===== src/rtl/ignition_rpm_advance_calc_core_assert.svh =====
// assertion macros for the ignition calculator
`ifndef IGNITION_RPM_ADVANCE_CALC_CORE_ASSERT_SVH
`define IGNITION_RPM_ADVANCE_CALC_CORE_ASSERT_SVH
// implication checked every clock outside reset
`define IRA_ASSERT_IMP(lbl, clk, rst_n, a, c) \
    lbl: assert property (@(posedge clk) disable iff (!rst_n) (a) |-> (c)) \
        else $error("assertion failed");
// implication checked in the cycle after the antecedent
`define IRA_ASSERT_NEXT(lbl, clk, rst_n, a, c) \
    lbl: assert property (@(posedge clk) disable iff (!rst_n) (a) |=> (c)) \
        else $error("assertion failed");
`endif


===== src/rtl/irac_pkg.sv =====
// ---------------------------------------------------------------------------
// irac_pkg
// shared types and constants of the ignition rpm and advance calculator
// ---------------------------------------------------------------------------
package irac_pkg;
    localparam int unsigned PerW    = 24;
    localparam int unsigned FacW    = 27;
    localparam int unsigned OffW    = 8;
    localparam int unsigned AngNumW = 32;   // 180 * crank fits in 32 bits
    localparam int unsigned QW      = 32;   // quotient bits produced by cells
    localparam int unsigned NumCell = QW;
    localparam int unsigned RemW    = PerW + 1;

    localparam logic [FacW-1:0] RpmFactorRst = 27'd27656192;
    localparam logic [PerW-1:0] MinPeriodRst = 24'd2766;
    localparam logic [OffW-1:0] NotchOffRst  = 8'd28;

    localparam logic [1:0] RegRpmFactor = 2'd0;
    localparam logic [1:0] RegMinPeriod = 2'd1;
    localparam logic [1:0] RegNotchOff  = 2'd2;

    // per-item side info carried with the division
    typedef struct packed {
        logic            over;
        logic            valid;
        logic [OffW-1:0] off;
    } t_side;

    // one divider lane state handed from cell to cell
    typedef struct packed {
        logic [QW-1:0]   num;   // remaining numerator bits, shifted left
        logic [RemW-1:0] rem;
        logic [QW-1:0]   quo;
        logic [PerW-1:0] den;
    } t_lane;

    typedef struct packed {
        logic  vld;
        t_side side;
        t_lane rpm;
        t_lane ang;
    } t_cellbus;
endpackage


===== src/rtl/irac_digits.sv =====
// ---------------------------------------------------------------------------
// irac_digits
// saturates and clamps the quotients and splits them into decimal digits
// ---------------------------------------------------------------------------
module irac_digits
    import irac_pkg::*;
(
    input  logic          i_clk,
    input  logic          i_rst_n,
    input  logic          i_vld,
    input  t_side         i_side,
    input  logic [QW-1:0] i_rpm_q,
    input  logic [QW-1:0] i_ang_q,
    output logic          o_vld,
    output logic [3:0]    o_rpm_d [4],
    output logic          o_over,
    output logic [3:0]    o_adv_d [3],
    output logic          o_adv_valid,
    output logic          o_clamped
);
    logic [13:0] n_rpm, r_rpm;
    logic [9:0]  n_adv, r_adv;
    logic        n_over, n_clamp, r_over, r_clamp, r_avld, r_vld1, r_vld2;
    logic [QW-1:0] adiff;

    always_comb begin
        n_over  = i_side.over;
        n_rpm   = 14'd9999;
        if (!i_side.over) begin
            if (i_rpm_q > 32'd9999) n_over = 1'b1;
            else n_rpm = i_rpm_q[13:0];
        end
        adiff   = i_ang_q - {{(QW-OffW){1'b0}}, i_side.off};
        n_adv   = 10'd0;
        n_clamp = 1'b0;
        if (i_side.valid) begin
            if (i_ang_q < {{(QW-OffW){1'b0}}, i_side.off}) begin
                n_clamp = 1'b1;
            end else if (adiff > 32'd999) begin
                n_adv   = 10'd999;
                n_clamp = 1'b1;
            end else begin
                n_adv = adiff[9:0];
            end
        end
    end

    always_ff @(posedge i_clk) begin
        if (!i_rst_n) begin
            r_vld1 <= 1'b0;
            r_vld2 <= 1'b0;
        end else begin
            r_vld1 <= i_vld;
            r_vld2 <= r_vld1;
        end
        r_rpm   <= n_rpm;
        r_adv   <= n_adv;
        r_over  <= n_over;
        r_clamp <= n_clamp;
        r_avld  <= i_side.valid;
    end

    // second stage: decimal split by reciprocal multiplies, exact up to 9999
    logic [3:0] n_rd [4];
    logic [3:0] n_ad [3];
    logic [3:0] r_rd [4];
    logic [3:0] r_ad [3];
    logic r_over2, r_clamp2, r_avld2;
    logic [3:0] rq1000;
    logic [6:0] rq100;
    logic [9:0] rq10;
    logic [3:0] aq100;
    logic [6:0] aq10;

    always_comb begin
        rq1000  = 4'((32'(r_rpm) * 32'd16778) >> 24);
        rq100   = 7'((32'(r_rpm) * 32'd5243) >> 19);
        rq10    = 10'((32'(r_rpm) * 32'd52429) >> 19);
        n_rd[0] = rq1000;
        n_rd[1] = 4'(32'(rq100) - 32'(rq1000) * 32'd10);
        n_rd[2] = 4'(32'(rq10) - 32'(rq100) * 32'd10);
        n_rd[3] = 4'(32'(r_rpm) - 32'(rq10) * 32'd10);
        aq100   = 4'((32'(r_adv) * 32'd5243) >> 19);
        aq10    = 7'((32'(r_adv) * 32'd52429) >> 19);
        n_ad[0] = aq100;
        n_ad[1] = 4'(32'(aq10) - 32'(aq100) * 32'd10);
        n_ad[2] = 4'(32'(r_adv) - 32'(aq10) * 32'd10);
    end

    always_ff @(posedge i_clk) begin
        r_rd     <= n_rd;
        r_ad     <= n_ad;
        r_over2  <= r_over;
        r_clamp2 <= r_clamp;
        r_avld2  <= r_avld;
    end

    assign o_vld       = r_vld2;
    assign o_rpm_d     = r_rd;
    assign o_adv_d     = r_ad;
    assign o_over      = r_over2;
    assign o_adv_valid = r_avld2;
    assign o_clamped   = r_clamp2;
endmodule


===== config.mk =====
export PLATFORM = sky130hd
export DESIGN_NAME = irac_digits
export DESIGN_NICKNAME = d
export VERILOG_FILES = /design/src/rtl/ignition_rpm_advance_calc_core_assert.svh /design/src/rtl/irac_pkg.sv /design/src/rtl/irac_digits.sv
export SDC_FILE = /design/constraint.sdc
export NUM_CORES = 1
export LEC_CHECK = 0
export ABC_AREA = 0
export BUFFER_PORTS_ARGS = -buffer_cell sky130_fd_sc_hd__buf_4
export CORE_MARGIN = 4
export CORE_UTILIZATION = 55
export DETAILED_ROUTE_END_ITERATION = 12
export GPL_ROUTABILITY_DRIVEN = 0
export MAX_ROUTING_LAYER = met4
export PLACE_DENSITY = 0.83
export SLEW_MARGIN = 10
export SYNTH_ARGS = -nofsm -noshare
export SYNTH_HDL_FRONTEND = slang
export SYNTH_SLANG_ARGS = --single-unit

===== constraint.sdc =====
create_clock -name i_clk -period 8.3 [get_ports i_clk]
set_clock_uncertainty 0.05 [all_clocks]
set_input_delay 0.415 -clock i_clk [delete_from_list [all_inputs] [get_ports i_clk]]
set_output_delay 0.415 -clock i_clk [all_outputs]
set_load 0.03 [all_outputs]

* Word-level counts from Yosys, hierarchy flattened
Index checks and enable logic that the tools add are counted.
** Storage, ports and cells
- Register bits after elaboration :: 60
- Output and inout port bits :: 32
- Word-level logic and storage cells :: 45
** Cells by class
- $add $sub $neg :: 6
- $mul :: 10
- $lt $le $gt $ge :: 3
- Mux-type cells :: 4
- Bitwise operators :: 1
- Reduce and logical (&&, ||, !) cells :: 3
** Operators with widths (count)
- $gt A32 B10 Y1 const B :: 1
- $gt A32 B14 Y1 const B :: 1
- $lt A32 B8 Y1 :: 1
- $sub A32 B8 Y32 :: 1
- $mul A14 B16 Y29 const B :: 1
- $mul A14 B14 Y27 const B :: 1
- $mul A10 B16 Y26 const B :: 1
- $mul A14 B13 Y26 const B :: 1
- $mul A10 B13 Y23 const B :: 1
- $sub A4 B4 Y4 :: 5
- $mul A7 B3 Y3 const B :: 2
- $mul A10 B3 Y3 const B :: 1
- $mux W10 :: 1
- $mul A4 B3 Y3 const B :: 2
- $reduce_or A2 Y1 :: 2
- $mux W1 :: 3
- $reduce_or A3 Y1 :: 1
- $not A1 Y1 :: 1

* Longest topological paths before layout
- Depth after elaboration :: 4
- Depth in mapped cells :: 28
- Mapped depth without buffers :: 28

* Least setup slack after synthesis
No wires, ideal clock.
- Path type :: reg-to-reg
- Start point :: register r_rpm[12]
- End point :: register r_rd (netlist bit o_rpm_d[7])
- Library setup time :: 0.072 ns
- Arrival time :: 6.448 ns
- Path slack :: 1.730 ns
- Stages on the path, launching flop included :: 26
- Path buffers :: 0
- Period minus slack after synthesis :: 6.570 ns
- Cell sequence :: dfxtp_1 inv_1 ha_1 fa_1 fa_1 fa_1 inv_1 fa_1 inv_1 fa_1 inv_1 ha_1 a2111oi_0 o21ai_0 o21ai_0 nand2_1 a21oi_1 xor2_1 ha_1 fa_1 xnor2_1 xnor2_1 xnor2_1 xnor2_1 xnor2_1 xor2_1
** RTL lines
- start, declared :: RTL line irac_digits.sv:21 : logic [13:0] n_rpm, r_rpm;
- start signal, assigned :: RTL line irac_digits.sv:56 : r_rpm <= n_rpm;
- end signal, assigned :: RTL line irac_digits.sv:91 : r_rd <= n_rd;
- end, declared :: RTL line irac_digits.sv:66 : logic [3:0] r_rd [4];

==> impl_results.md <==
* Run status: complete, no violations
* M3 GR Usage at 4.713%
* First-pass GRT wire length at 55010 um
* Vias in the first global route at about 11k
* Largest net degree at the start of global routing at 16
* Switching pwr at about 640 uW
* Clock Path Buffers at 2
* Post-synthesis mux area share at 0%
* Global route hottest layer: met2
* Synth warnings at 0
* CP arrival at 7.36 ns
* Cell mode on critical path: inv_1
* Drc violations at 0
* CP Max Fanout at 9
* Number of enable flip-flop cells after synthesis at 0
* Mean post-synth cell area at around 9.6 sq um
* Clk Latency, worst-skew pair at 0.35 ns
* Setup TNS at 0 ns
* Post-CTS sizing at 0
* Die area at 27550 sq um
* Setup repair bufs after CTS at 0
* Post-Synth XOR/XNOR Area at ~3.6%
* Vias per cell at 5.425
* Async set or reset register ratio after synthesis at 0%
* Drt first-iter violations at 621
* M1 GR Usage at 31.71%
* H-tree depth at 3
* CP required at 8.46 ns
* Post-Syn Nets at 2061
* Design Power at 1621 uW
* Clk root buf: clkbuf_16
* Clk pwr share at 26.0%
* Synthesized-area fraction occupied by and/or/nand/nor cells at 6.607%
* Crit-path slowest cell: dfxtp_1
* Worst vdd ir at 143.8 uV
* Per-cell routed wire length at 17.43 um
* Via total after detailed routing at 10.17k
* CTS tree: yes
* Slew HR at 50.43%
* Io pins at 109
* Crit start category: flop
* Fin crit share at 86.72%
* Drt first pass iters at 5
* Leakage at 0.008569 uW
* Synth cell types at 58
* Port bufs at 108
* Diodes inserted at 0
* Die height at 166.0 um
* Final HPWL DP at 28610 um
* GRT Util Overall at 25.21%
* Pre-CTS setup slack at 1.248 ns
* Die X at 166.0 um
* Fin nets at 2182
* Clock sink total at 60
* DP Area at 14970 sq um
* Crit path max-delay family: adder cells
* Commonest non-fill, non-tap cells in the layout: inv_1 (449), ha_1 (357), fa_1 (202)
* Final slew viol count at 0
* Min-Delay Path Class: in2reg
* Fin area at around 15000 sq um
* Final Setup Violations at 0
* #FFs+latches synth at 60
* Min cycle time layout at ~7.2 ns
* CP peak stage delay at 0.66 ns
* RSZ-0062 raised after global routing: no
* Layout area overhead at 11.43%
* Synth Area in Compound Gates at 6.653%
* Power per cell area at 105.9 nW/um^2
* Max-cap violations at 0
* Hold buffer count at cts at 0
* Cts bufs inserted at 9
* Row count at 57
* Achievable Freq at 138.9 MHz
* GRT overflow at 0
* Seq pwr share at just over 20%
* Initial antenna violation count at 0
* Share of cells above drive strength 1 at 9.161%
* Clk pin slew, worst setup/hold paths at 0.06 ns
* Setup CP Type: reg2reg
* Mapped Cells at between 1k and 1.5k
* Synth Area in Adders at 61.99%
* CP endpoint kind: flop
* Largest family of logic cells by synthesized area: adder cells
* Worst Setup Slack, final at 1.102 ns
* Internal Power at 985.1 uW
* Sequential share of the synthesized area at 8.749%
* Worst Tran Pin Value at 0.7425 ns
* Combinational Power Share at 53.3%
* Final wirelength at 32660 um
* Routed Antenna Nets at 0
* Cell Area, Synth at 13730 sq um
* Final Hold Fails at 0
* Most common cell after layout, fill and taps aside: inv_1
* Sw Ratio at 39.22%
* Core area at around 24000 sq um
* Final core utilization at 62.54%
* Worst Path Buf+Inv at 6
* Initial Utilization at 56.13%
* Most used DFF post-synth: dfxtp_1
* Met2 Track Usage GR at 40.43%
-- per-layer routing --
metal	part of all wire [%]	routed length, um
met1	41	13490
met2	48	15540
met3	6.9	2261
met4	4.2	1364
met5	0	0
-- power by group through the flow --
| stage | sequential [uW] | clock, uW | combinational, uW |
|---|---|---|---|
| after detailed placement | 342 | 0 | 854 |
| after CTS | 336 | 423 | 871 |
| after global routing | 339 | 436 | 985 |
| final | 335 | 421 | 864 |
| after floorplan | 390 | 0 | 553 |
| after global placement | 341 | 0 | 799 |
-- synthesized netlist by cell type (9+ instances only) --
| cell | n | area (sq um) |
|---|---|---|
| inv_1 | 449 | 1685 |
| ha_1 | 357 | 4467 |
| fa_1 | 202 | 4044 |
| dfxtp_1 | 60 | 1201 |
| xnor2_1 | 38 | 332.8 |
| a21oi_1 | 33 | 165.2 |
| nor2_1 | 32 | 120.1 |
| o21ai_0 | 28 | 140.1 |
| nand2_1 | 22 | 82.58 |
| nor4_1 | 16 | 100.1 |
| nand2b_1 | 14 | 87.58 |
| xor2_1 | 14 | 122.6 |
| nand3_1 | 12 | 60.06 |
| nor3_1 | 12 | 60.06 |
| a21o_1 | 10 | 75.07 |
| nand4_1 | 10 | 62.56 |
| and2_1 | 9 | 56.30 |
| o21a_1 | 9 | 67.56 |
-- cells by family (layout without fill, tap and decap cells) --
family	Yosys count	count (layout)
AO/OA/AOI/OAI	136	136
XOR/XNOR	54	54
AND/OR/NAND/NOR	163	163
buffers and inverters	453	578
flip-flops	60	60
adder cells (fa/ha/maj)	559	559
-- final timing paths --
kind / from / endpoint / slack (ns) / cells after the start
worst min register to register: r_avld / o_adv_valid / 0.27 / 0
worst min-delay path: i_side[8] / r_avld / 0.15 / 1
worst max-delay path: r_rpm[3] / o_rpm_d[7] / 1.10 / 27
worst max register to register: r_rpm[3] / o_rpm_d[7] / 1.10 / 27
-- flip-flops by register name, indices dropped and copies added (netlist names), 10 cells and up --
name	cells
r_rpm	14
r_adv	10
o_rpm_d	16
o_adv_d	12
-- through the flow --
step,cells,hold WS (ns)
after global placement,1859,0.2618
after global routing,1874,0.1418
after floorplan,1425,0.2596
final,1874,0.1464
after CTS,1874,0.1408
after detailed placement,1859,0.2621
-- area by class of cell --
cell class                 instances  area (sq um)
timing repair buffer             114         855.8
tap                              324         405.4
inverter                         449          1685
clock inverter                     4         72.57
sequential                        60          1201
fill                            1830          9164
multi-input combinational        912         10830
clock buffer                      11         252.7
Note: power is estimated with default switching activity, not from simulation.
