$ cat src/rtl/ignition_rpm_advance_calc_core_assert.svh
// assertion macros for the ignition calculator
`ifndef IGNITION_RPM_ADVANCE_CALC_CORE_ASSERT_SVH
`define IGNITION_RPM_ADVANCE_CALC_CORE_ASSERT_SVH
// implication checked every clock outside reset
`define IRA_ASSERT_IMP(lbl, clk, rst_n, a, c) \
    lbl: assert property (@(posedge clk) disable iff (!rst_n) (a) |-> (c)) \
        else $error("assertion failed");
// implication checked in the cycle after the antecedent
`define IRA_ASSERT_NEXT(lbl, clk, rst_n, a, c) \
    lbl: assert property (@(posedge clk) disable iff (!rst_n) (a) |=> (c)) \
        else $error("assertion failed");
`endif

$ cat src/rtl/irac_pkg.sv
// ---------------------------------------------------------------------------
// irac_pkg
// shared types and constants of the ignition rpm and advance calculator
// ---------------------------------------------------------------------------
package irac_pkg;
    localparam int unsigned PerW    = 24;
    localparam int unsigned FacW    = 27;
    localparam int unsigned OffW    = 8;
    localparam int unsigned AngNumW = 32;   // 180 * crank fits in 32 bits
    localparam int unsigned QW      = 32;   // quotient bits produced by cells
    localparam int unsigned NumCell = QW;
    localparam int unsigned RemW    = PerW + 1;

    localparam logic [FacW-1:0] RpmFactorRst = 27'd27656192;
    localparam logic [PerW-1:0] MinPeriodRst = 24'd2766;
    localparam logic [OffW-1:0] NotchOffRst  = 8'd28;

    localparam logic [1:0] RegRpmFactor = 2'd0;
    localparam logic [1:0] RegMinPeriod = 2'd1;
    localparam logic [1:0] RegNotchOff  = 2'd2;

    // per-item side info carried with the division
    typedef struct packed {
        logic            over;
        logic            valid;
        logic [OffW-1:0] off;
    } t_side;

    // one divider lane state handed from cell to cell
    typedef struct packed {
        logic [QW-1:0]   num;   // remaining numerator bits, shifted left
        logic [RemW-1:0] rem;
        logic [QW-1:0]   quo;
        logic [PerW-1:0] den;
    } t_lane;

    typedef struct packed {
        logic  vld;
        t_side side;
        t_lane rpm;
        t_lane ang;
    } t_cellbus;
endpackage

$ cat src/rtl/irac_cell.sv
// ---------------------------------------------------------------------------
// irac_cell
// one restoring-division step for both the rpm and the angle quotient
// ---------------------------------------------------------------------------
module irac_cell
    import irac_pkg::*;
(
    input  logic     i_clk,
    input  logic     i_rst_n,
    input  t_cellbus i_bus,
    output t_cellbus o_bus
);
    t_cellbus n_bus;
    t_cellbus r_bus;

    function automatic t_lane step(input t_lane l);
        t_lane      o;
        logic [RemW:0] tr;
        o  = l;
        tr = {l.rem, l.num[QW-1]};
        o.num = {l.num[QW-2:0], 1'b0};
        if (tr >= {2'b00, l.den}) begin
            tr = tr - {2'b00, l.den};
            o.quo = {l.quo[QW-2:0], 1'b1};
        end else begin
            o.quo = {l.quo[QW-2:0], 1'b0};
        end
        o.rem = tr[RemW-1:0];
        return o;
    endfunction

    always_comb begin
        n_bus     = i_bus;
        n_bus.rpm = step(i_bus.rpm);
        n_bus.ang = step(i_bus.ang);
    end

    always_ff @(posedge i_clk) begin
        if (!i_rst_n) begin
            r_bus.vld <= 1'b0;
        end else begin
            r_bus.vld <= i_bus.vld;
        end
        r_bus.side <= n_bus.side;
        r_bus.rpm  <= n_bus.rpm;
        r_bus.ang  <= n_bus.ang;
    end

    assign o_bus = r_bus;
endmodule

$ cat config.mk
export PLATFORM = sky130hd
export DESIGN_NAME = irac_cell
export DESIGN_NICKNAME = d
export VERILOG_FILES = /design/src/rtl/ignition_rpm_advance_calc_core_assert.svh /design/src/rtl/irac_pkg.sv /design/src/rtl/irac_cell.sv
export SDC_FILE = /design/constraint.sdc
export NUM_CORES = 1
export LEC_CHECK = 0
export BUFFER_PORTS_ARGS = -buffer_cell sky130_fd_sc_hd__buf_2
export CORE_AREA = 4 4 185 187
export CTS_BUF_LIST = sky130_fd_sc_hd__clkbuf_8
export CTS_CLUSTER_SIZE = 12
export DETAILED_ROUTE_END_ITERATION = 10
export DIE_AREA = 0 0 189 191
export GPL_TIMING_DRIVEN = 1
export PLACE_DENSITY = 0.6
export SYNTH_ARGS = -nofsm -noshare
export SYNTH_HDL_FRONTEND = slang
export SYNTH_SLANG_ARGS = --single-unit
$ cat constraint.sdc
create_clock -name i_clk -period 6.7 [get_ports i_clk]
set_clock_uncertainty 0.2 [all_clocks]
set_input_delay 0.335 -clock i_clk [delete_from_list [all_inputs] [get_ports i_clk]]
set_output_delay 0.335 -clock i_clk [all_outputs]
set_load 0.005 [all_outputs]
Yosys cells after proc, flatten, opt, wreduce, memory -nomap -nowiden
Index checks and enable logic that the tools add are counted.

$lt $le $gt $ge: 2. Multiplexer cells: 4. Add/sub/neg operators: 2.

Operators with widths (number): $ge A26 B24 Y1 (2); $mux W25 (2); $sub A25 B24 Y25 (2); $mux W1 (2).

Register bits: 235. Bits of input ports: 239. Output and inout port bits: 237. Word-level logic and storage cells: 20.

Logic depth before layout (Yosys ltp)
Gate-level depths: netlist (run 1).

Depth in word-level cells: 2. Depth in mapped cells: 13. Depth with buffers taken out: 12.

Worst setup path after synthesis (run 1)
OpenSTA, ideal clock, no wires.

Path kind: input -> register. From: in i_bus[225] in the netlist's numbering. To: reg r_bus (netlist bit o_bus[176]). Slack: 3720 ps. Cell stages on the path: 13. Path buffers: 2. Setup time: 121 ps. Required time: 6379 ps. Data arrival time: 2659 ps. Cell sequence: inv_1 ha_1 inv_1 fa_1 a211oi_1 o21bai_2 a31oi_1 a211o_1 o31a_1 o21a_1 buf_6 buf_6 mux2_4.

RTL lines: start, declared (line irac_cell.sv:10) `input t_cellbus i_bus,`; end, declared (line irac_cell.sv:14) `t_cellbus r_bus;`.

==> out/qor.yml, run 1 <==
detailed_routing:
  antenna_left: 0
  vias_per_cell: 4.263
  wl_mm: 33.51
  first_pass_iters: 4
  drt_iter0_drc: 274
  vias: 8423
  routedWlPerCell_um: 16.96
  route.detailed.drc: 0
synth:
  avgSynthCellArea_um2: 10.73
  yosysUniqueCellTypes: 57
  synthCells: 772
  synth_seq_area_share_pct: 56.80
  yosys_register_bits: 235
  synthesis.area_mm2: 0.008283
  ys_warn_count: 0
  synth_top_area_cell: "dfxtp_1"
  ys.flop_type: "dfxtp_1"
  synthTopCellsByArea: "dfxtp_1 57%, ha_1 7.3%, inv_1 2.8%"
  postSynth.asyncResetShare_pct: 0
  synth_edf_count: 0
  yosysTopAreaCellShare_pct: 56.80
worst_setup_path:
  crit_type: "in -> reg"
  crit_required_ns: 6.95
  crit_fanout: 22
  critPathArrivalTime_ns: 4.39
  startpoint_type: "input pin"
  endpoint_kind: "register"
floorplanning:
  pin_count: 476
  die_w_um: 189
  die_h_um: 191
  rows: 66
  core_area_mm2: 0.03245
  dieArea_mm2: 0.03610
  start_util_pct: 25.52
power_and_ir_drop:
  ir_drop_uv: 150.2
  p_per_area_mw_per_mm2: 257.6
  finalPower_uw: 3693
  leakage_uw: 0.007063
cts:
  clk_pin_slew_ns: 0.06
  cts_made_buffers: 42
  clkSinkCount: 235
  cts.path.max_buffers: 3
  cts_setup_buffers: 0
  cts_htree_levels: 2
  clock-root-buffer: "clkbuf_8"
  cts_tree: "yes"
grt:
  antenna_found_initial: 2
  grt_pass1_vias: 9065
  overflow: 0
  grt_pass1_wl_mm: 50.19
  gr-usage-all-layers_pct: 17.60
  grt_start_max_net_pins: 23
finish:
  mostFrequentLayoutCells: "471 x buf_2, 235 x dfxtp_1, 234 x dlygate4sd3_1, 72 x inv_1, 58 x nand2_1"
  largest_reg_flops: 235
  area_delta_synth_final_pct: 73.07
  final_common_cell: "buf_2"
  nets: 1791
  drive_gt1_share_pct: 36.92
  finish.instance_area_mm2: 0.01434
worst_hold_path:
  hold_end: "o_bus[190]"
  whs_path_depth: 5
  min_from: "i_bus[193]"
  hold_path_class: "in -> reg"
placed_design:
  dpl.hpwl_mm: 24.37
  port_buffers: 471
  dpl_worst_slack_ns: 2.460
  placed_area_mm2: 0.01110
  gp_congestion: 0.8564
sta:
  worst_pin_slew_ns: 0.8640
  rsz0062_at_grt: "no"
  maxSlewHeadroom_pct: 42.40
  fin_ws_ns: 2.562
  hold_violations: 0
  period_needed_ns: 4.138
  tns_ns: 0
  clock.fmax_ghz: 0.2417
  fin_crit_sh_pct: 61.76
  maxSlewViolCount: 0
  setup_viol: 0
status:
  status: "complete, no violations"
flow_run:
  maxCapViolCount: 0
-- power breakdown --
group / internal [uW] / leakage [uW] / switching (uW)
Clock: 800 / 0.000480 / 612
Sequential: 1520 / 0.00198 / 34.8
Combinational: 377 / 0.00460 / 345
Total: 2700 / 0.00706 / 991
-- layer usage --
layer  wire [um]  up-vias  track usage, %
met5           7        -               0
met4         907        2           5.802
met3        2510       55           5.460
met2       17860      332           34.17
met1       12220     3890           17.80
li1            -     4144               -
-- area by class of cell --
type | instances | area, um^2
fill | 3027 | 18120
clock inverter | 25 | 206.4
timing repair buffer | 707 | 4715
multi-input combinational | 454 | 3233
clock buffer | 50 | 688.2
tap | 442 | 553.0
antenna | 1 | 2.502
inverter | 62 | 232.7
sequential | 235 | 4705
-- cells in the mapped netlist (all sizes together), types with 3 or more instances --
master  instances
and3           12
nand2b          6
a21oi          44
xor2           21
a21o           22
inv            62
and2            5
nor2           28
a211o           6
nor3           10
and4            5
ha             48
o31ai           6
a31oi          15
clkbuf         14
nor2b           3
a211oi          8
xnor2          14
buf             8
dfxtp         235
o211ai          8
nand2          58
or3             5
nand3          12
o21ai          46
o21bai          5
mux2           23
nand4           7
-- stage by stage --
stage / hold slack [ns] / util, % / cells
floorplan: 0.1627 / - / 773
global placement: 0.2377 / 34.19 / 1666
detailed placement: 0.2386 / 34.19 / 1666
CTS: 0.02673 / 44.16 / 1975
global route: 0.09788 / 44.17 / 1976
finish: 0.1060 / 44.17 / 1976
-- how the worst max path moves through the flow --
stage / startpoint / end / slack [ns]
after global placement: i_bus[112] / o_bus[57] / 2.55
after CTS: i_bus[112] / o_bus[78] / 2.51
after floorplan: i_bus[225] / o_bus[176] / 3.72
final: i_bus[112] / o_bus[57] / 2.56
after global routing: i_bus[112] / o_bus[78] / 2.29
after detailed placement: i_bus[112] / o_bus[78] / 2.46
-- critical path, cell delays in order --
cell and delay (ns):
dlygate4sd3_1 0.54, buf_2 0.13, inv_1 0.05, ha_1 0.15, inv_1 0.05, fa_1 0.41
a211oi_1 0.50, o211ai_1 0.20, a31oi_1 0.43, nor3_1 0.14, a21oi_2 0.69, buf_4 0.38
mux2_2 0.36
-- cells by family (layout without fill, tap and decap cells) --
| family | Yosys count | in the layout | share of synthesized area, % |
|---|---|---|---|
| adders and majority gates | 50 | 50 | 7.734 |
| DFF | 235 | 235 | 56.80 |
| buffers and inverters | 84 | 844 | 4.214 |
| other | 1 | 3 | 0.04527 |
| muxes | 25 | 25 | 4.048 |
| and+or+nand+nor | 159 | 159 | 9.366 |
| AOI/OAI and AO/OA | 183 | 183 | 14.09 |
| xor gates and xnor gates | 35 | 35 | 3.701 |
-- repair_timing --
item,CTS,global route
gates resized for setup,0,0
hold endpoints to repair,233,0
hold buffers,234,0
endpoints found under the setup margin,0,0
(Power assumes the default switching activity.)
==> run 2, diff against run 1 <==
--- a/config.mk
+++ b/config.mk
@@ -5,14 +5,15 @@
 export SDC_FILE = /design/constraint.sdc
 export NUM_CORES = 1
 export LEC_CHECK = 0
+export ABC_AREA = 1
 export BUFFER_PORTS_ARGS = -buffer_cell sky130_fd_sc_hd__buf_2
-export CORE_AREA = 4 4 185 187
+export CORE_AREA = 4 4 181 183
 export CTS_BUF_LIST = sky130_fd_sc_hd__clkbuf_8
 export CTS_CLUSTER_SIZE = 12
 export DETAILED_ROUTE_END_ITERATION = 10
-export DIE_AREA = 0 0 189 191
+export DIE_AREA = 0 0 185 187
 export GPL_TIMING_DRIVEN = 1
-export PLACE_DENSITY = 0.6
+export PLACE_DENSITY = 0.66
 export SYNTH_ARGS = -nofsm -noshare
 export SYNTH_HDL_FRONTEND = slang
 export SYNTH_SLANG_ARGS = --single-unit
==> constraint.sdc (replaced) <==
create_clock -name i_clk -period 4.1 [get_ports i_clk]
set_clock_uncertainty 0.2 [all_clocks]
set_input_delay 0.205 -clock i_clk [delete_from_list [all_inputs] [get_ports i_clk]]
set_output_delay 0.205 -clock i_clk [all_outputs]
set_load 0.005 [all_outputs]
==> run 2 against run 1 <==
  * Largest power group unchanged
  * Combinational power up 73%
  * Highest routed layer unchanged
  * Cell count grew 22%
  * Area after synthesis up 16%
  * Die area is 4.2% lower
==> out/qor.yml, run 2 <==
synth:
  synth_seq_area_share_pct: 49.17  # was 56.80%
  yosysUniqueCellTypes: 34  # was 57
  synthesis.area_mm2: 0.009568  # was 0.008283 mm^2
  yosys_register_bits: 235  # unchanged
  synthCells: 1246  # was 772
  synth_common_cells: "456 x nand2_1, 235 x dfxtp_1, 228 x inv_1"  # was 235 x dfxtp_1, 62 x inv_1, 58 x nand2_1
  ys_warn_count: 0  # unchanged
  yosysTopAreaCellShare_pct: 49.17  # was 56.80%
  ys.flop_type: "dfxtp_1"  # unchanged
  avgSynthCellArea_um2: 7.679  # was 10.73 um^2
  synth_top_area_cell: "dfxtp_1"  # unchanged
  postSynth.asyncResetShare_pct: 0  # unchanged
  synth_edf_count: 0  # unchanged
  yosys.cell_count.top_type: "nand2_1"  # was dfxtp_1
  synthTopCellsByArea: "dfxtp_1 49%, nand2_1 18%, inv_1 8.9%"  # was dfxtp_1 57%, ha_1 7.3%, inv_1 2.8%
power_and_ir_drop:
  leakage_uw: 0.008624  # was 0.007063 uW
  p_sw_share_pct: 28.62  # was 26.84%
  ir_drop_uv: 330.6  # was 150.2 uV
  p_int_uw: 4114  # was 2702 uW
  finalPower_uw: 5763  # was 3693 uW
  p_per_area_mw_per_mm2: 374.1  # was 257.6 mW/mm^2
  p_switching_uw: 1650  # was 991.1 uW
  clkPwrFrac_pct: 34.2  # was 38.2%
  power_frac_seq_pct: 44.1  # was 42.2%
  p_comb_share_pct: 21.7  # was 19.5%
sta:
  setup_viol: 0  # unchanged
  tns_ns: 0  # unchanged
  maxSlewHeadroom_pct: 53.50  # was 42.40%
  fin_crit_sh_pct: 68.87
  clock.fmax_ghz: 0.3542
  worst_pin_slew_ns: 0.6959  # was 0.8640 ns
  rsz0062_at_grt: "no"  # unchanged
  hold_violations: 0  # unchanged
  maxSlewViolCount: 0  # unchanged
  period_needed_ns: 2.824
  whs_ns: 0.1051  # was 0.1060 ns
finish:
  area_delta_synth_final_pct: 61.03  # was 73.07%
  stdcell_count: 2411  # was 1976
  multi_input_area_mm2: 0.003875  # was 0.003233 mm^2
  final_common_cell: "buf_2"  # unchanged
  nets: 2269  # was 1791
  regArea_mm2: 0.004705  # unchanged
  largest_reg_flops: 235  # unchanged
  mostFrequentLayoutCells: "471 x buf_2, 456 x nand2_1, 244 x inv_1, 235 x dfxtp_1, 234 x dlygate4sd3_1"  # was 471 x buf_2, 235 x dfxtp_1, 234 x dlygate4sd3_1, 72 x inv_1, 58 x nand2_1
  fillers: 2978  # was 3027
  drive_gt1_share_pct: 28.27  # was 36.92%
cts:
  ctsResizeCount: 0  # unchanged
  cts_tree: "yes"  # unchanged
  hold_buffers: 234  # unchanged
  cts_setup_buffers: 0  # unchanged
  cts.path.max_buffers: 3  # unchanged
  cts_made_buffers: 40  # was 42
  cts_htree_levels: 2  # unchanged
  clock-root-buffer: "clkbuf_8"  # unchanged
  clkSinkCount: 235  # unchanged
  clk_pin_slew_ns: 0.06  # about the same
worst_hold_path:
  min_from: "i_bus[111]"  # was i_bus[193]
  whs_path_depth: 2  # was 5
  hold_path_class: "in -> reg"  # unchanged
  hold_end: "o_bus[112]"  # was o_bus[190]
grt:
  grt_start_max_net_pins: 27  # was 23
  grt_pass1_wl_mm: 54.59  # was 50.19 mm
  antenna_found_initial: 5  # was 2
  gr-usage-all-layers_pct: 19.59  # was 17.60%
  overflow: 0  # unchanged
  grt_pass1_vias: 10620  # was 9065
flow_run:
  maxCapViolCount: 0  # unchanged
floorplanning:
  start_util_pct: 30.64  # was 25.52%
  pin_count: 476  # unchanged
  core_area_mm2: 0.03123  # was 0.03245 mm^2
  rows: 65  # was 66
  dieArea_mm2: 0.03460  # was 0.03610 mm^2
  die_w_um: 185  # was 189 um
  die_h_um: 187  # was 191 um
detailed_routing:
  wl_mm: 35.81  # was 33.51 mm
  routedWlPerCell_um: 14.85  # was 16.96 um
  first_pass_iters: 7  # was 4
  drt_iter0_drc: 493  # was 274
  route.detailed.drc: 0  # unchanged
  vias_per_cell: 4.345  # was 4.263
  vias: 10480  # was 8423
  antenna_left: 0  # unchanged
placed_design:
  placedCellCount: 2106  # was 1666
  dpl.hpwl_mm: 25.51  # was 24.37 mm
  gp_congestion: 0.9018  # was 0.8564
  port_buffers: 471  # unchanged
worst_setup_path:
  crit_fanout: 26  # was 22
  crit_type: "in -> reg"  # unchanged
  cp_common_cell: "nand2_1"  # was inv_1
  crit_required_ns: 4.31  # was 6.95 ns
  critPathArrivalTime_ns: 3.03  # was 4.39 ns
  startpoint_type: "input pin"  # unchanged
  endpoint_kind: "register"  # unchanged
  cp_slowest_cell: "nor2_4"  # was a21oi_2
  max_stage_delay_ns: 0.55  # was 0.69 ns
  crit_chain: "dlygate4sd3_1, buf_2, inv_1, ha_1, nand2_1, nor2_1, nand2_1, inv_1, nand2_1, nand3b_2, nor2_4, nand2_4, nand2_1, nand2_1"  # was dlygate4sd3_1, buf_2, inv_1, ha_1, inv_1, fa_1, a211oi_1, o211ai_1, a31oi_1, nor3_1, a21oi_2, buf_4, mux2_2
status:
  status: "complete, no violations"  # unchanged
## run 2: cell count changes in the layout (fill, tap and decap cells not counted), moves of 12 or more
cell / previous run / this run
a21o_1: 22 / 0
a21oi_1: 43 / 18
a31oi_1: 15 / 0
and3_1: 12 / 0
inv_1: 72 / 244
mux2_4: 15 / 0
nand2_1: 58 / 456
nand3_1: 12 / 94
nor2_1: 28 / 55
o21ai_0: 46 / 0
xnor2_1: 14 / 0
## run 2: worst max-delay path: cells and delay by family
family | cells | cell delay [ns]
adders and majority gates | 1 | 0.37
and+or+nand+nor | 9 | 1.64
buffers and inverters | 4 | 0.77
## run 2: layout make-up
class,instances,share of cell area [%]
inverter,234,5.701
clock buffer,44,3.930
timing repair buffer,705,30.50
antenna,3,0.04872
multi-input combinational,764,25.15
sequential,235,30.53
clock inverter,24,0.8689
tap,402,3.265
## run 2: power by group through the flow
stage          Clock [uW]  Combinational (uW)  Sequential, uW
3_5_place_dp            0                1050            2580
6_report             1970                1250            2540
5_1_grt              2140                1380            2550
2_1_floorplan           0                 534            2610
4_1_cts              2020                1230            2540
3_3_place_gp            0                1050            2580
## run 2: logic make-up (layout without fill, tap and decap cells)
kind of cell    after synthesis  after routing  synth area share (%)
buf+inv                     248           1007                 10.37
other cells                   1              5               0.03919
flops                       235            235                 49.17
compound gates               20             20                 1.125
simple gates                669            669                 30.50
xor+xnor                     23             23                 2.105
fa+ha+maj                    50             50                 6.695
## run 2: metal layers
| metal | vias up | part of all wire [%] | routed length (um) | GRT usage (%) |
|---|---|---|---|---|
| li1 | 5220 | - | - | - |
| met1 | 4719 | 40 | 14170 | 23.03 |
| met2 | 454 | 49 | 17680 | 34.65 |
| met3 | 81 | 8.1 | 2883 | 4.940 |
| met4 | 2 | 3.0 | 1067 | 6.409 |
| met5 | - | 0.031 | 11 | 0 |
## run 2: per-stage QoR
stage          cell area, um^2  utilization (%)  worst slack [ns]
6_report                 15410            49.33             1.276
2_1_floorplan             9572                -             2.227
3_3_place_gp             12320            39.44             1.283
4_1_cts                  15400            49.31             1.316
5_1_grt                  15410            49.33             1.095
3_5_place_dp             12320            39.44             1.273
## run 2: how the worst max path moves through the flow
stage               slack [ns]          to        from
detailed placement        1.27  o_bus[190]  i_bus[122]
global placement          1.28  o_bus[190]  i_bus[122]
floorplan                 2.23   o_bus[78]  i_bus[112]
CTS                       1.32  o_bus[190]  i_bus[134]
finish                    1.28  o_bus[190]  i_bus[134]
global route              1.10  o_bus[188]  i_bus[134]
==> run 3, diff against run 2 <==
==> constraint.sdc (replaced) <==
create_clock -name i_clk -period 2.8 [get_ports i_clk]
set_clock_uncertainty 0.2 [all_clocks]
set_input_delay 0.14 -clock i_clk [delete_from_list [all_inputs] [get_ports i_clk]]
set_output_delay 0.14 -clock i_clk [all_outputs]
set_load 0.005 [all_outputs]
==> run 3 against run 2 <==
  * Non-clock buffer count up 208
  * Power up 61%
  * Wire length up 17%
  * Cell count up 9.0%
  * Clock power up 71%
  * Critical path depth unchanged
  * Count of clock-buffer cells in the layout up 5
  * Critical path type unchanged
==> out/qor.yml, run 3 (same netlist as run 2, synthesis figures left out) <==
floorplanning:
  pin_count: 476  # unchanged
  die_h_um: 187  # unchanged
  core_area_mm2: 0.03123  # unchanged
  rows: 65  # unchanged
  die_w_um: 185  # unchanged
  dieArea_mm2: 0.03460  # unchanged
  start_util_pct: 30.64  # unchanged
detailed_routing:
  route.detailed.drc: 0  # unchanged
  wl_mm: 41.80  # was 35.81 mm
  vias: 11640  # was 10.48k
  antenna_left: 0  # unchanged
  vias_per_cell: 4.428  # was 4.345
  routedWlPerCell_um: 15.90  # was 14.85 um
  drt_iter0_drc: 559  # was 493
  first_pass_iters: 8  # was 7
placed_design:
  dpl.hpwl_mm: 26.07  # was 25.51 mm
  gp_congestion: 0.9014  # was 0.9018
  port_buffers: 471  # unchanged
  placed_area_mm2: 0.01237  # was 0.01232 mm^2
worst_setup_path:
  path_buf_inv: 4  # unchanged
  crit_required_ns: 3.08  # was 4.31 ns
  max_stage_delay_ns: 0.58  # was 0.55 ns
  crit_type: "in -> reg"  # unchanged
  crit_chain: "dlygate4sd3_1, buf_2, ha_1, nand2_1, nand2_1, nand2_1, nand2_1, nand2_1, nand3b_4, nor2_8, buf_4, nand3_1, dlygate4sd3_1, nand2_1"  # was dlygate4sd3_1, buf_2, inv_1, ha_1, nand2_1, nor2_1, nand2_1, inv_1, nand2_1, nand3b_2, nor2_4, nand2_4, nand2_1, nand2_1
  cp_common_cell: "nand2_1"  # unchanged
  critPathTopFamily: "buffers and inverters"  # was simple AND/OR/NAND/NOR gates
  endpoint_kind: "register"  # unchanged
  critPathArrivalTime_ns: 3.06  # was 3.03 ns
  crit_fanout: 8  # was 26
  startpoint_type: "input pin"  # unchanged
  cp_slowest_cell: "dlygate4sd3_1"  # was nor2_4
power_and_ir_drop:
  finalPower_uw: 9260  # was 5763 uW
  p_sw_share_pct: 28.68  # was 28.62%
  p_int_uw: 6604  # was 4114 uW
  p_comb_share_pct: 23.4  # was 21.7%
  p_per_area_mw_per_mm2: 522.6  # was 374.1 mW/mm^2
  power_frac_seq_pct: 40.2  # was 44.1%
  clkPwrFrac_pct: 36.4  # was 34.2%
  leakage_uw: 0.009480  # was 0.008624 uW
  p_switching_uw: 2656  # was 1650 uW
  ir_drop_uv: 620.1  # was 330.6 uV
grt:
  grt_pass1_vias: 12450  # was 10.62k
  grt_pass1_wl_mm: 64.08  # was 54.59 mm
  overflow: 0  # unchanged
  antenna_found_initial: 7  # was 5
  grt_start_max_net_pins: 27  # unchanged
  gr-usage-all-layers_pct: 23.22  # was 19.59%
cts:
  cts_setup_buffers: 0  # unchanged
  cts.path.max_buffers: 3  # unchanged
  clkSinkCount: 235  # unchanged
  cts_htree_levels: 2  # unchanged
  cts_made_buffers: 41  # was 40
  clk_pin_slew_ns: 0.06  # about the same
  clock-root-buffer: "clkbuf_8"  # unchanged
  cts_tree: "yes"  # unchanged
finish:
  mostFrequentLayoutCells: "471 x buf_2, 452 x nand2_1, 435 x dlygate4sd3_1, 237 x inv_1, 235 x dfxtp_1"  # was 471 x buf_2, 456 x nand2_1, 244 x inv_1, 235 x dfxtp_1, 234 x dlygate4sd3_1
  drive_gt1_share_pct: 27.31  # was 28.27%
  largest_reg_flops: 235  # unchanged
  area_delta_synth_final_pct: 85.18  # was 61.03%
  finish.instance_area_mm2: 0.01772  # was 0.01541 mm^2
  regArea_mm2: 0.004705  # unchanged
  fillers: 2641  # was 2978
  final_common_cell: "buf_2"  # unchanged
  nets: 2478  # was 2269
  multi_input_area_mm2: 0.003966  # was 0.003875 mm^2
sta:
  whs_ns: 0.05040  # was 0.1051 ns
  hold_violations: 0  # unchanged
  fin_crit_sh_pct: 99.15
  setup_viol: 0  # unchanged
  maxSlewViolCount: 0  # unchanged
  clock.fmax_ghz: 0.3602
  period_needed_ns: 2.776
worst_hold_path:
  hold_path_class: "in -> reg"  # unchanged
status:
  status: "complete, no violations"  # unchanged
flow_run:
  maxCapViolCount: 0  # unchanged
## run 3: cell types whose count changed in the layout (fill, tap and decap cells not counted), moves of 4 or more
cell / delta
ha_1: -11
clkbuf_8: +5
inv_1: -7
buf_4: +5
ha_2: +9
nand2_2: +4
diode_2: +4
dlygate4sd3_1: +201
nand2_1: -4
## run 3: layout make-up
type,count,area share [%]
antenna,7,0.09886
clock buffer,49,3.806
clock inverter,24,1.144
inverter,234,4.957
multi-input combinational,764,22.39
sequential,235,26.55
tap,402,2.839
timing repair buffer,913,38.22
## run 3: worst paths after layout
path | start | endpoint | depth (start not counted)
worst max-delay path | i_bus[74] | o_bus[74] | 14
worst min-delay path | i_bus[154] | o_bus[155] | 2
## run 3: stage by stage
step                       TNS, ns  cells  utilization (%)  setup slack (ns)
after floorplan                  0   1247                -            0.9922
after CTS                        0   2621            56.36            0.1256
after global routing      -0.03878   2626            56.72          -0.01831
after detailed placement         0   2113            39.61            0.4642
after global placement           0   2113            39.61            0.5121
final                            0   2628            56.73           0.02387
## run 3: metal layers
layer  wire, um  share of wire [%]  up-vias  track usage [%]
li1           -                  -     5641                -
met1      15680                 38     5256            25.05
met2      20820                 50      558            41.48
met3       2981                7.1      179            5.718
met4       2301                5.5        2            12.20
met5         13              0.031        -                0
## run 3: power by group through the flow
stage                     clock network (uW)  logic, uW  registers (uW)
after detailed placement                   0       1550            3780
after global routing                    3620       2370            3750
after floorplan                            0        782            3830
final                                   3370       2170            3720
after CTS                               3410       2060            3710
after global placement                     0       1540            3770
## run 3: repair_timing
item,4_1_cts,5_1_grt
hold buffers,435,0
resized for setup,0,26
endpoints found under the setup margin,0,27
endpoints found under the hold margin,234,0
